==> src/design/median_of_sample_set_macros.svh <==
// assertion macros for the median of sample set block
// expects clk and rst_n in the scope of each use
`ifndef MEDIAN_OF_SAMPLE_SET_MACROS_SVH
`define MEDIAN_OF_SAMPLE_SET_MACROS_SVH

// same-cycle implication, checked out of reset
`define MOS_ASSERT_SAME(label, ante, cons) \
    label: assert property (@(posedge clk) disable iff (!rst_n) (ante) |-> (cons)) \
        else $error("median_of_sample_set: assertion failed");

// next-cycle implication, checked out of reset
`define MOS_ASSERT_NEXT(label, ante, cons) \
    label: assert property (@(posedge clk) disable iff (!rst_n) (ante) |=> (cons)) \
        else $error("median_of_sample_set: assertion failed");

`endif

==> src/design/mos_pkg.sv <==
// shared types and constants for the median of sample set block
// no dependencies
package mos_pkg;

    localparam int SAMPLE_W = 16;
    localparam int COUNT_W  = 6;

    typedef enum logic
    {
        CMD_PUSH   = 1'b0,
        CMD_FINISH = 1'b1
    } cmd_t;

    typedef enum logic [1:0]
    {
        ST_OK       = 2'd0,
        ST_EMPTY    = 2'd1,
        ST_OVERFLOW = 2'd2
    } status_t;

    typedef enum logic [2:0]
    {
        S_IDLE,
        S_SHIFT,
        S_PLACE,
        S_FIN_A,
        S_FIN_B,
        S_FIN_OUT
    } state_t;

    typedef logic signed [SAMPLE_W-1:0] sample_t;

    typedef struct packed
    {
        cmd_t    command;
        sample_t sample;
    } in_item_t;

    typedef struct packed
    {
        sample_t              median_value;
        status_t              status;
        logic [COUNT_W-1:0]   sample_count;
    } out_item_t;

endpackage

==> src/design/median_of_sample_set.sv <==
// median of sample set: top level with control sequencer and result register
// depends on mos_pkg, mos_ram and median_of_sample_set_macros.svh
//
// usage
// - item channel (item_valid / item_ready / item): a push adds a signed sample
//   to the set, a finish reports the median and empties the set
// - result channel (result_valid / result_ready / result): one transfer per
//   finish carrying median, status and number of kept samples
// - samples sit in ascending order in a single-port-write store; a push walks
//   down from the top entry, one entry per cycle, moving larger samples up
// - push: into an empty set the sample is written, into a full one dropped,
//   while idle; otherwise S_SHIFT, then S_PLACE if it is the smallest sample
// - finish: S_FIN_A reads the middle sample (odd count) or S_FIN_B averages the
//   middle two (even count), then S_FIN_OUT loads the result register; empty skips both
// - item_ready is high only while the sequencer is idle; pushes are taken
//   while an earlier result still waits on the result channel
// - a stalled result holds its register; a following finish waits for it
// - reset empties the set and clears the overflow flag; the store itself is
//   never cleared, only entries below the fill count are read
`include "median_of_sample_set_macros.svh"

module median_of_sample_set #(
    parameter int DEPTH = 32
) (
    input  logic                clk,
    input  logic                rst_n,
    input  logic                item_valid,
    output logic                item_ready,
    input  mos_pkg::in_item_t   item,
    output logic                result_valid,
    input  logic                result_ready,
    output mos_pkg::out_item_t  result
);

    localparam int AW = (DEPTH > 1) ? $clog2(DEPTH) : 1;
    localparam int CW = $clog2(DEPTH + 1);

    mos_pkg::state_t    state_reg, state_next;
    logic [CW-1:0]      count_reg, count_next;
    logic               ovf_reg, ovf_next;
    logic [CW-1:0]      pos_reg, pos_next;
    mos_pkg::sample_t   x_reg, x_next;
    mos_pkg::sample_t   a_reg, a_next;
    mos_pkg::sample_t   med_reg, med_next;
    mos_pkg::out_item_t out_reg, out_next;
    logic               out_valid_reg, out_valid_next;

    logic               we;
    logic [AW-1:0]      waddr;
    mos_pkg::sample_t   wdata;
    logic [AW-1:0]      raddr;
    mos_pkg::sample_t   rdata;

    logic               accept;
    logic               slot_free;
    logic signed [mos_pkg::SAMPLE_W:0] pair_sum;
    logic signed [mos_pkg::SAMPLE_W:0] pair_half;
    logic [CW+mos_pkg::COUNT_W-1:0]    count_wide;
    logic [CW-1:0]      pos_dec;
    logic [CW-1:0]      pos_dec2;
    logic [CW-1:0]      count_dec;
    logic [CW-1:0]      count_half;

    mos_ram #(
        .DEPTH(DEPTH)
    ) u_ram (
        .clk  (clk),
        .we   (we),
        .waddr(waddr),
        .wdata(wdata),
        .raddr(raddr),
        .rdata(rdata)
    );

    assign item_ready   = (state_reg == mos_pkg::S_IDLE);
    assign accept       = item_valid && item_ready;
    assign slot_free    = !out_valid_reg || result_ready;
    assign result_valid = out_valid_reg;
    assign result       = out_reg;

    assign pos_dec    = pos_reg - CW'(1);
    assign pos_dec2   = pos_reg - CW'(2);
    assign count_dec  = count_reg - CW'(1);
    assign count_half = count_reg >> 1;
    assign count_wide = {{mos_pkg::COUNT_W{1'b0}}, count_reg};

    // truncation toward zero: add one before the shift when the sum is negative
    assign pair_sum  = {a_reg[mos_pkg::SAMPLE_W-1], a_reg}
                     + {rdata[mos_pkg::SAMPLE_W-1], rdata};
    assign pair_half = (pair_sum + {{mos_pkg::SAMPLE_W{1'b0}}, pair_sum[mos_pkg::SAMPLE_W]})
                       >>> 1;

    always_comb
    begin
        state_next     = state_reg;
        count_next     = count_reg;
        ovf_next       = ovf_reg;
        pos_next       = pos_reg;
        x_next         = x_reg;
        a_next         = a_reg;
        med_next       = med_reg;
        out_next       = out_reg;
        out_valid_next = out_valid_reg && !result_ready;
        we             = 1'b0;
        waddr          = pos_reg[AW-1:0];
        wdata          = x_reg;
        raddr          = pos_dec2[AW-1:0];

        unique case (state_reg)
            mos_pkg::S_IDLE:
            begin
                if (item.command == mos_pkg::CMD_PUSH)
                begin
                    raddr = count_dec[AW-1:0];
                end
                else
                begin
                    raddr = count_half[AW-1:0];
                end
                if (accept)
                begin
                    x_next = item.sample;
                    if (item.command == mos_pkg::CMD_PUSH)
                    begin
                        if (count_reg == CW'(DEPTH))
                        begin
                            ovf_next = 1'b1;
                        end
                        else if (count_reg == '0)
                        begin
                            we         = 1'b1;
                            waddr      = '0;
                            wdata      = item.sample;
                            count_next = CW'(1);
                        end
                        else
                        begin
                            pos_next   = count_reg;
                            state_next = mos_pkg::S_SHIFT;
                        end
                    end
                    else
                    begin
                        med_next = '0;
                        pos_next = count_half;
                        if (count_reg == '0)
                        begin
                            state_next = mos_pkg::S_FIN_OUT;
                        end
                        else
                        begin
                            state_next = mos_pkg::S_FIN_A;
                        end
                    end
                end
            end

            mos_pkg::S_SHIFT:
            begin
                we    = 1'b1;
                waddr = pos_reg[AW-1:0];
                if (rdata > x_reg)
                begin
                    wdata    = rdata;
                    pos_next = pos_dec;
                    if (pos_reg == CW'(1))
                    begin
                        state_next = mos_pkg::S_PLACE;
                    end
                end
                else
                begin
                    wdata      = x_reg;
                    count_next = count_reg + CW'(1);
                    state_next = mos_pkg::S_IDLE;
                end
            end

            mos_pkg::S_PLACE:
            begin
                we         = 1'b1;
                waddr      = '0;
                wdata      = x_reg;
                count_next = count_reg + CW'(1);
                state_next = mos_pkg::S_IDLE;
            end

            mos_pkg::S_FIN_A:
            begin
                raddr = pos_dec[AW-1:0];
                if (count_reg[0])
                begin
                    med_next   = rdata;
                    state_next = mos_pkg::S_FIN_OUT;
                end
                else
                begin
                    a_next     = rdata;
                    state_next = mos_pkg::S_FIN_B;
                end
            end

            mos_pkg::S_FIN_B:
            begin
                med_next   = pair_half[mos_pkg::SAMPLE_W-1:0];
                state_next = mos_pkg::S_FIN_OUT;
            end

            mos_pkg::S_FIN_OUT:
            begin
                if (slot_free)
                begin
                    out_next.median_value = med_reg;
                    out_next.sample_count = count_wide[mos_pkg::COUNT_W-1:0];
                    if (count_reg == '0)
                    begin
                        out_next.status = mos_pkg::ST_EMPTY;
                    end
                    else if (ovf_reg)
                    begin
                        out_next.status = mos_pkg::ST_OVERFLOW;
                    end
                    else
                    begin
                        out_next.status = mos_pkg::ST_OK;
                    end
                    out_valid_next = 1'b1;
                    count_next     = '0;
                    ovf_next       = 1'b0;
                    state_next     = mos_pkg::S_IDLE;
                end
            end

            default:
            begin
                state_next = mos_pkg::S_IDLE;
            end
        endcase
    end

    always_ff @(posedge clk or negedge rst_n)
    begin
        if (!rst_n)
        begin
            state_reg     <= mos_pkg::S_IDLE;
            count_reg     <= '0;
            ovf_reg       <= 1'b0;
            out_valid_reg <= 1'b0;
        end
        else
        begin
            state_reg     <= state_next;
            count_reg     <= count_next;
            ovf_reg       <= ovf_next;
            out_valid_reg <= out_valid_next;
        end
    end

    always_ff @(posedge clk)
    begin
        pos_reg <= pos_next;
        x_reg   <= x_next;
        a_reg   <= a_next;
        med_reg <= med_next;
        out_reg <= out_next;
    end

    `MOS_ASSERT_SAME(a_count_bound, 1'b1, count_reg <= CW'(DEPTH))
    `MOS_ASSERT_NEXT(a_drop_flags, accept && item.command == mos_pkg::CMD_PUSH
        && count_reg == CW'(DEPTH), ovf_reg && count_reg == CW'(DEPTH))
    `MOS_ASSERT_SAME(a_empty_result, result_valid && result.status == mos_pkg::ST_EMPTY,
        result.sample_count == '0 && result.median_value == '0)

endmodule

==> src/design/mos_ram.sv <==
// sorted sample store: one write port, one read port, registered read data
// depends on mos_pkg
module mos_ram #(
    parameter int DEPTH = 32
) (
    input  logic                         clk,
    input  logic                         we,
    input  logic [$clog2(DEPTH)-1:0]     waddr,
    input  mos_pkg::sample_t             wdata,
    input  logic [$clog2(DEPTH)-1:0]     raddr,
    output mos_pkg::sample_t             rdata
);

    mos_pkg::sample_t mem [DEPTH];

    always_ff @(posedge clk)
    begin
        if (we)
        begin
            mem[waddr] <= wdata;
        end
    end

    always_ff @(posedge clk)
    begin
        rdata <= mem[raddr];
    end

endmodule

==> config.mk <==
export PLATFORM = sky130hd
export DESIGN_NAME = median_of_sample_set
export DESIGN_NICKNAME = d
export VERILOG_FILES = /design/src/design/mos_pkg.sv /design/src/design/median_of_sample_set.sv /design/src/design/mos_ram.sv
export VERILOG_INCLUDE_DIRS = /design/src /design/src/design
export SDC_FILE = /design/constraint.sdc
export NUM_CORES = 1
export LEC_CHECK = 0
export BUFFER_PORTS_ARGS = -buffer_cell sky130_fd_sc_hd__buf_2
export CAP_MARGIN = 0
export CORE_AREA = 2 2 261 263
export DETAILED_ROUTE_END_ITERATION = 12
export DIE_AREA = 0 0 263 265
export PLACE_DENSITY = 0.63
export SLEW_MARGIN = 10
export SYNTH_ARGS = -nofsm -noshare
export SYNTH_HDL_FRONTEND = slang
export SYNTH_SLANG_ARGS = --single-unit
==> constraint.sdc <==
create_clock -name clk -period 4.97 [get_ports clk]
set_input_delay 0.2485 -clock clk [delete_from_list [all_inputs] [get_ports clk]]
set_output_delay 0.2485 -clock clk [all_outputs]
set_load 0.03 [all_outputs]
==> reports/results.txt, run 1 <==
clk root buf: clkbuf_16
number of flops mapped to enable cells by yosys: 590
grt total ovfl: 0
Yosys cell types: 74
vias per inst: 5.77
Synth async-reset ratio: 1.78%
Fill cells: 5,894
CP Capture Type: flip-flop
CTS Buf Count: 66
first-pass GRT wire length: 106 mm
pin count of the biggest net entering global routing: 103
detailed placer's ending HPWL: 39.8 mm
Bufs on Longest Clock Path: 3
H-tree Lvls: 3
sequential share of the synthesized area: 69.1%
DR WL/cell: 23.9 um
clk_skew: 0.0253 ns
CORE AREA: 66,800 um^2
fin crit period: 4.00 ns
Ports: 47
crit path from: a_reg[0]
Largest Register: u_ram.mem
status: complete, no violations
chip height: 265 um
setup TNS: 0 ns
Critical Path RT: 5.31 ns
TritonCTS clock tree: done
die area: 69,700 um^2
initial drt markers: 2,049
clock latency on the worst-skew pair: 0.62 ns
fin crit share: 80.5%
Slew @ Worst Pin: 1.21 ns
Syn Std Cell Area: 26,500 um^2
Worst Slack Setup Final: 0.968 ns
Post-CTS Setup Inserts: 0
Post-route DRC: 0
number of global-route vias before repair: 16,400
DRT Pass-1 Iters: 6
# port buffers: 46
P&R area growth vs syn: 14.8%
max reg flops: 512
layout cells sized above 1: 11.5%
Slew Limit Fails: 0
Cells after Synth: 1,997
WS Path Type: reg2reg
RSZ-0062 raised after global routing: no
reg-to-reg startpoint: a_reg[0]
CTS clock-pin slew for the worst setup and hold paths: 0.06 ns
fmax: 250 MHz
MaxCap Viol Count: 0
initial cell density of the core: 39.7%
Global Route Usage Sum: 20.3%
peak supply drop: 0.668 mV
pre-CTS WS: 0.960 ns
total routed wirelength: 71.1 mm
Slew headroom: 19.4%
CP Launch Type: flip-flop
Fin. Hold Viols: 0
Synth Flop Type: edfxtp_1
WP data arrival: 4.35 ns
Routability Congestion: 0.893
Lkg Pwr: 0.0101 uW
syn nets: 2,058
Die X: 263 um
Crit Path Max Fanout: 4
antenna violations before repair: 0
synth warn: 0
row cnt: 95
final setup vio count: 0
nets@finish: 2,113
ANT nets after route: 0
pwr dens: 768 nW/um^2
Hold Crit Class: in2async
Inserted Diodes: 0
Sink Count: 617
Yosys reg bits: 617
vias: 17,200
syn avg cell area: 13.3 um^2
per-layer routing:
layer / wire (um) / track usage (%)
met1: 30400 / 28.2
met4: 2000 / 7.37
met2: 33300 / 32.1
met5: 0 / 0
met3: 5460 / 3.45
worst max-delay path: stages, from the launching register on:
cell	delay [ns]
edfxtp_1	0.37
ha_1	0.23
inv_1	0.07
fa_1	0.20
and2b_2	0.25
o221ai_2	0.24
nand3_1	0.16
a21oi_1	0.32
and2_1	0.18
ha_1	0.19
nand2_1	0.06
or2_2	0.32
or4b_4	0.54
nor4_4	0.22
o2111ai_1	0.18
xor2_1	0.16
o21ai_1	0.07
area by class of cell:
cell class,count,area [um^2],area share [%]
Multi-Input combinational cell,1205,7760,25.5
Tap cell,873,1090,3.59
Clock inverter,28,270,0.888
Inverter,33,124,0.407
Sequential cell,617,18300,60.2
Timing Repair Buffer,129,1080,3.55
Clock buffer,88,1800,5.90
logic make-up (layout without fill, tap and decap cells):
group	after synthesis	count (layout)	share of synthesized area (%)
flops	617	617	69.1
simple gates	580	580	10.4
compound gates	542	542	14.4
buf+inv	175	278	2.70
fa+ha+maj	40	40	1.92
xor+xnor	37	37	1.30
mux	6	6	0.231
where the power goes:
| group | switching (uW) | internal (uW) |
|---|---|---|
| sequential | 350 | 7280 |
| combinational | 7420 | 3570 |
| clock | 1990 | 2760 |
| total | 9760 | 13600 |
repair_timing:
item	in CTS	in global routing
hold buffers	18	0
endpoints found under the hold margin	28	0
resized for setup	0	0
synth_stat cells, types with 6 or more instances:
library cell,n,area (um^2)
nor2b_1,7,43.8
nand4_1,8,50.1
ha_1,39,488
nand2b_1,7,43.8
a21oi_1,81,405
buf_4,6,45.0
a22oi_1,15,113
xor2_1,17,149
a21o_1,25,188
o31ai_1,21,158
nor3_1,9,45.0
and2_1,134,838
nand2_1,308,1160
nand3_1,18,90.1
edfxtp_1,590,17700
or3_1,7,43.8
a31oi_1,66,413
dfxtp_1,16,320
buf_2,30,150
dfrtp_1,11,275
nor2_1,58,218
a211oi_1,184,1380
clkbuf_1,101,379
o21ai_0,39,195
xnor2_1,18,158
a311oi_1,65,569
inv_1,32,120
stage by stage:
step / cells / utilization (%) / area, um^2 / total power, uW / hold WS, ns
after CTS: 2970 / 45.5 / 30400 / 23400 / 0.0530
final: 2973 / 45.6 / 30400 / 23400 / 0.0586
after global placement: 2836 / 42.1 / 28200 / 18400 / 0.139
after global routing: 2973 / 45.6 / 30400 / 24700 / 0.0888
after floorplan: 1997 / - / 26500 / 15000 / -0.0471
after detailed placement: 2836 / 42.1 / 28200 / 18600 / 0.141
final timing paths:
path	cells after the start	to	slack (ns)
max in group asynchronous	2	state_reg[2]	4.69
min reg2reg	0	result[11]	0.42
max	16	med_reg[15]	0.97
max reg2reg	16	med_reg[15]	0.97
min in group clk	5	state_reg[1]	0.17
min	2	count_reg[4]	0.06
cell usage in the layout, fill, tap and decap left out, drive strengths merged, types with 7 or more instances in the layout:
cell type	n
nand3	18
dlygate4sd3	18
dfrtp	11
buf	111
clkinv	18
a22oi	15
a21oi	82
nand2b	7
nor2	58
o21ai	44
a21o	26
clkbuf	88
nand2	308
a31oi	66
xor2	17
or3	7
and2	134
edfxtp	590
dfxtp	16
inv	37
a211oi	185
o31ai	21
xnor2	19
nand4	8
ha	39
a311oi	67
nor3	9
nor2b	7
Note: power is estimated with default switching activity, not from simulation.
==> run 2, diff against run 1 <==
==> constraint.sdc (replaced) <==
create_clock -name clk -period 3.7 [get_ports clk]
set_input_delay 0.185 -clock clk [delete_from_list [all_inputs] [get_ports clk]]
set_output_delay 0.185 -clock clk [all_outputs]
set_load 0.03 [all_outputs]
==> run 2 against run 1 <==
- wire length decreased by 0.16%
- sequential cell count unchanged
- worst hold slack improved by 0.0059 ns
- critical path depth unchanged
- utilization increased by 1.4 points
- global-route usage decreased by 0.17 points
- non-clock buffer count increased by 102
- critical path type unchanged
- final area increased by 3.1%
- highest routed layer unchanged
==> reports/results.txt, run 2 (synthesis results as in run 1) <==
Ports: 47
Worst path most repeated cell: ha_2
initial drt markers: 1,804
CORE AREA: 66,800 um^2
hold_sp: item_valid
clock latency on the worst-skew pair: 0.65 ns
fin crit period: 3.60 ns
ANT nets after route: 0
antenna violations before repair: 1
DR WL/cell: 23.1 um
MaxCap Viol Count: 0
Largest Register: u_ram.mem
Layout Cells excl Fill: 3,073
crit path from: a_reg[0]
max reg flops: 512
CP Capture Type: flip-flop
Routability Congestion: 0.877
die area: 69,700 um^2
Bufs on Longest Clock Path: 3
CTS Buf Count: 61
WS Path Type: reg2reg
commonest non-fill, non-tap cell in the layout: edfxtp_1
fin crit share: 97.2%
Layout Utilization: 47.0%
Crit Path Max Fanout: 3
WP data arrival: 3.98 ns
vias: 17,500
TritonCTS clock tree: done
Slew Limit Fails: 0
Global Route Usage Sum: 20.1%
H-tree Lvls: 2
grt total ovfl: 0
detailed placer's ending HPWL: 44.4 mm
Worst Hold Path Cells: 5
FF-to-FF setup slack: 0.10 ns
P&R area growth vs syn: 18.4%
crit-path max cell delay: 0.54 ns
fmax: 278 MHz
Fin. Hold Viols: 0
commonest non-fill, non-tap cells in the layout: edfxtp_1, nand2_1, a211oi_1, buf_4, and2_1
status: complete, no violations
Slew headroom: 38.5%
CP max-delay cell: or4b_4
number of global-route vias before repair: 16,500
delay-heaviest family, CP: simple AND/OR/NAND/NOR gates
WP buf/inv: 1
placed cell count: 2,936
pin count of the biggest net entering global routing: 44
Hold Crit Class: in2reg
Critical Path RT: 4.08 ns
final setup vio count: 0
Slew @ Worst Pin: 0.923 ns
vias per inst: 5.69
Fill cells: 5,782
Die X: 263 um
Post-route DRC: 0
DRT Pass-1 Iters: 5
CTS clock-pin slew for the worst setup and hold paths: 0.06 ns
nets@finish: 2,210
worst reg-to-reg path cell count: 16
Sink Count: 617
clk_skew: 0.0372 ns
reg-to-reg startpoint: a_reg[0]
first-pass GRT wire length: 106 mm
layout cells sized above 1: 16.0%
clk root buf: clkbuf_16
worst reg2reg endpoint: med_reg[15]
Fin Hold WS: 0.0645 ns
worst-path cell chain: ha_2 -> inv_2 -> fa_2 -> and2b_2 -> o221ai_2 -> nand3_2 -> a21oi_2 -> and2_1 -> ha_2 -> nand2_1 -> or2_4 -> or4b_4 -> nor4_4 -> o2111ai_2 -> xor2_1 -> o21ai_1
setup TNS: 0 ns
CP Launch Type: flip-flop
# port buffers: 46
Worst Hold End: state_reg[1]
total routed wirelength: 71.0 mm
chip height: 265 um
RSZ-0062 raised after global routing: yes
initial cell density of the core: 39.7%
row cnt: 95
run 2: changes by cell type in the layout (fill, tap and decap cells not counted), moves of 3 or more:
cell,before,now
buf_4,49,136
clkbuf_16,68,62
inv_6,3,0
clkinvlp_4,2,7
buf_12,13,30
bufinv_16,4,8
clkbuf_1,18,13
run 2: what timing repair did:
item	4_1_cts	5_1_grt
buffers inserted	0	4
gates resized for setup	0	10
hold endpoints to repair	29	0
hold buffers	19	0
setup endpoints to repair	0	4
run 2: how the worst max path moves through the flow:
stage	end	slack, ns	cells after the start
after global placement	med_reg[15]	0.01	14
final	med_reg[15]	0.10	16
after CTS	med_reg[15]	0.05	14
after detailed placement	med_reg[15]	0.06	14
after floorplan	u_ram.mem[0][10]	-0.28	11
after global routing	med_reg[15]	-0.09	16
run 2: final cells by class:
| cell class | count | area (um^2) | share of cell area [%] |
|---|---|---|---|
| multi-input cells | 1205 | 7790 | 24.8 |
| flip-flops and latches | 617 | 18300 | 58.3 |
| repair buffers | 231 | 2040 | 6.50 |
| clock buffers | 75 | 1600 | 5.10 |
| inverters | 33 | 124 | 0.395 |
| well taps | 873 | 1090 | 3.48 |
| clock inverters | 38 | 433 | 1.38 |
| diodes | 1 | 2.50 | 0.00797 |
run 2: stage by stage:
step / cell area, um^2 / setup WS [ns]
after floorplan: 26500 / -0.277
after global placement: 29100 / 0.0146
after detailed placement: 29100 / 0.0576
after CTS: 31300 / 0.0514
after global routing: 31400 / -0.0937
final: 31400 / 0.104
run 2: worst register-to-register path: cells and delay by family, from the launching register on:
| kind | cells | cell delay, ns |
|---|---|---|
| AND/OR/NAND/NOR | 7 | 1.64 |
| adder cells (fa/ha/maj) | 3 | 0.56 |
| XOR/XNOR | 1 | 0.17 |
| AO/OA/AOI/OAI | 4 | 0.58 |
| flip-flops | 1 | 0.36 |
| buffers and inverters | 1 | 0.06 |
run 2: layer usage:
layer / vias up / part of all wire, % / track usage [%] / routed length, um
met3: 130 / 6.8 / 2.87 / 4820
li1: 7959 / - / - / -
met2: 648 / 47 / 32.3 / 33200
met4: 0 / 3.7 / 8.06 / 2590
met1: 8745 / 43 / 27.6 / 30400
met5: - / 0 / 0 / 0
Power of run 2 is not shown: default switching activity piles up to over one toggle a cycle in this logic, so the estimate is an artifact.
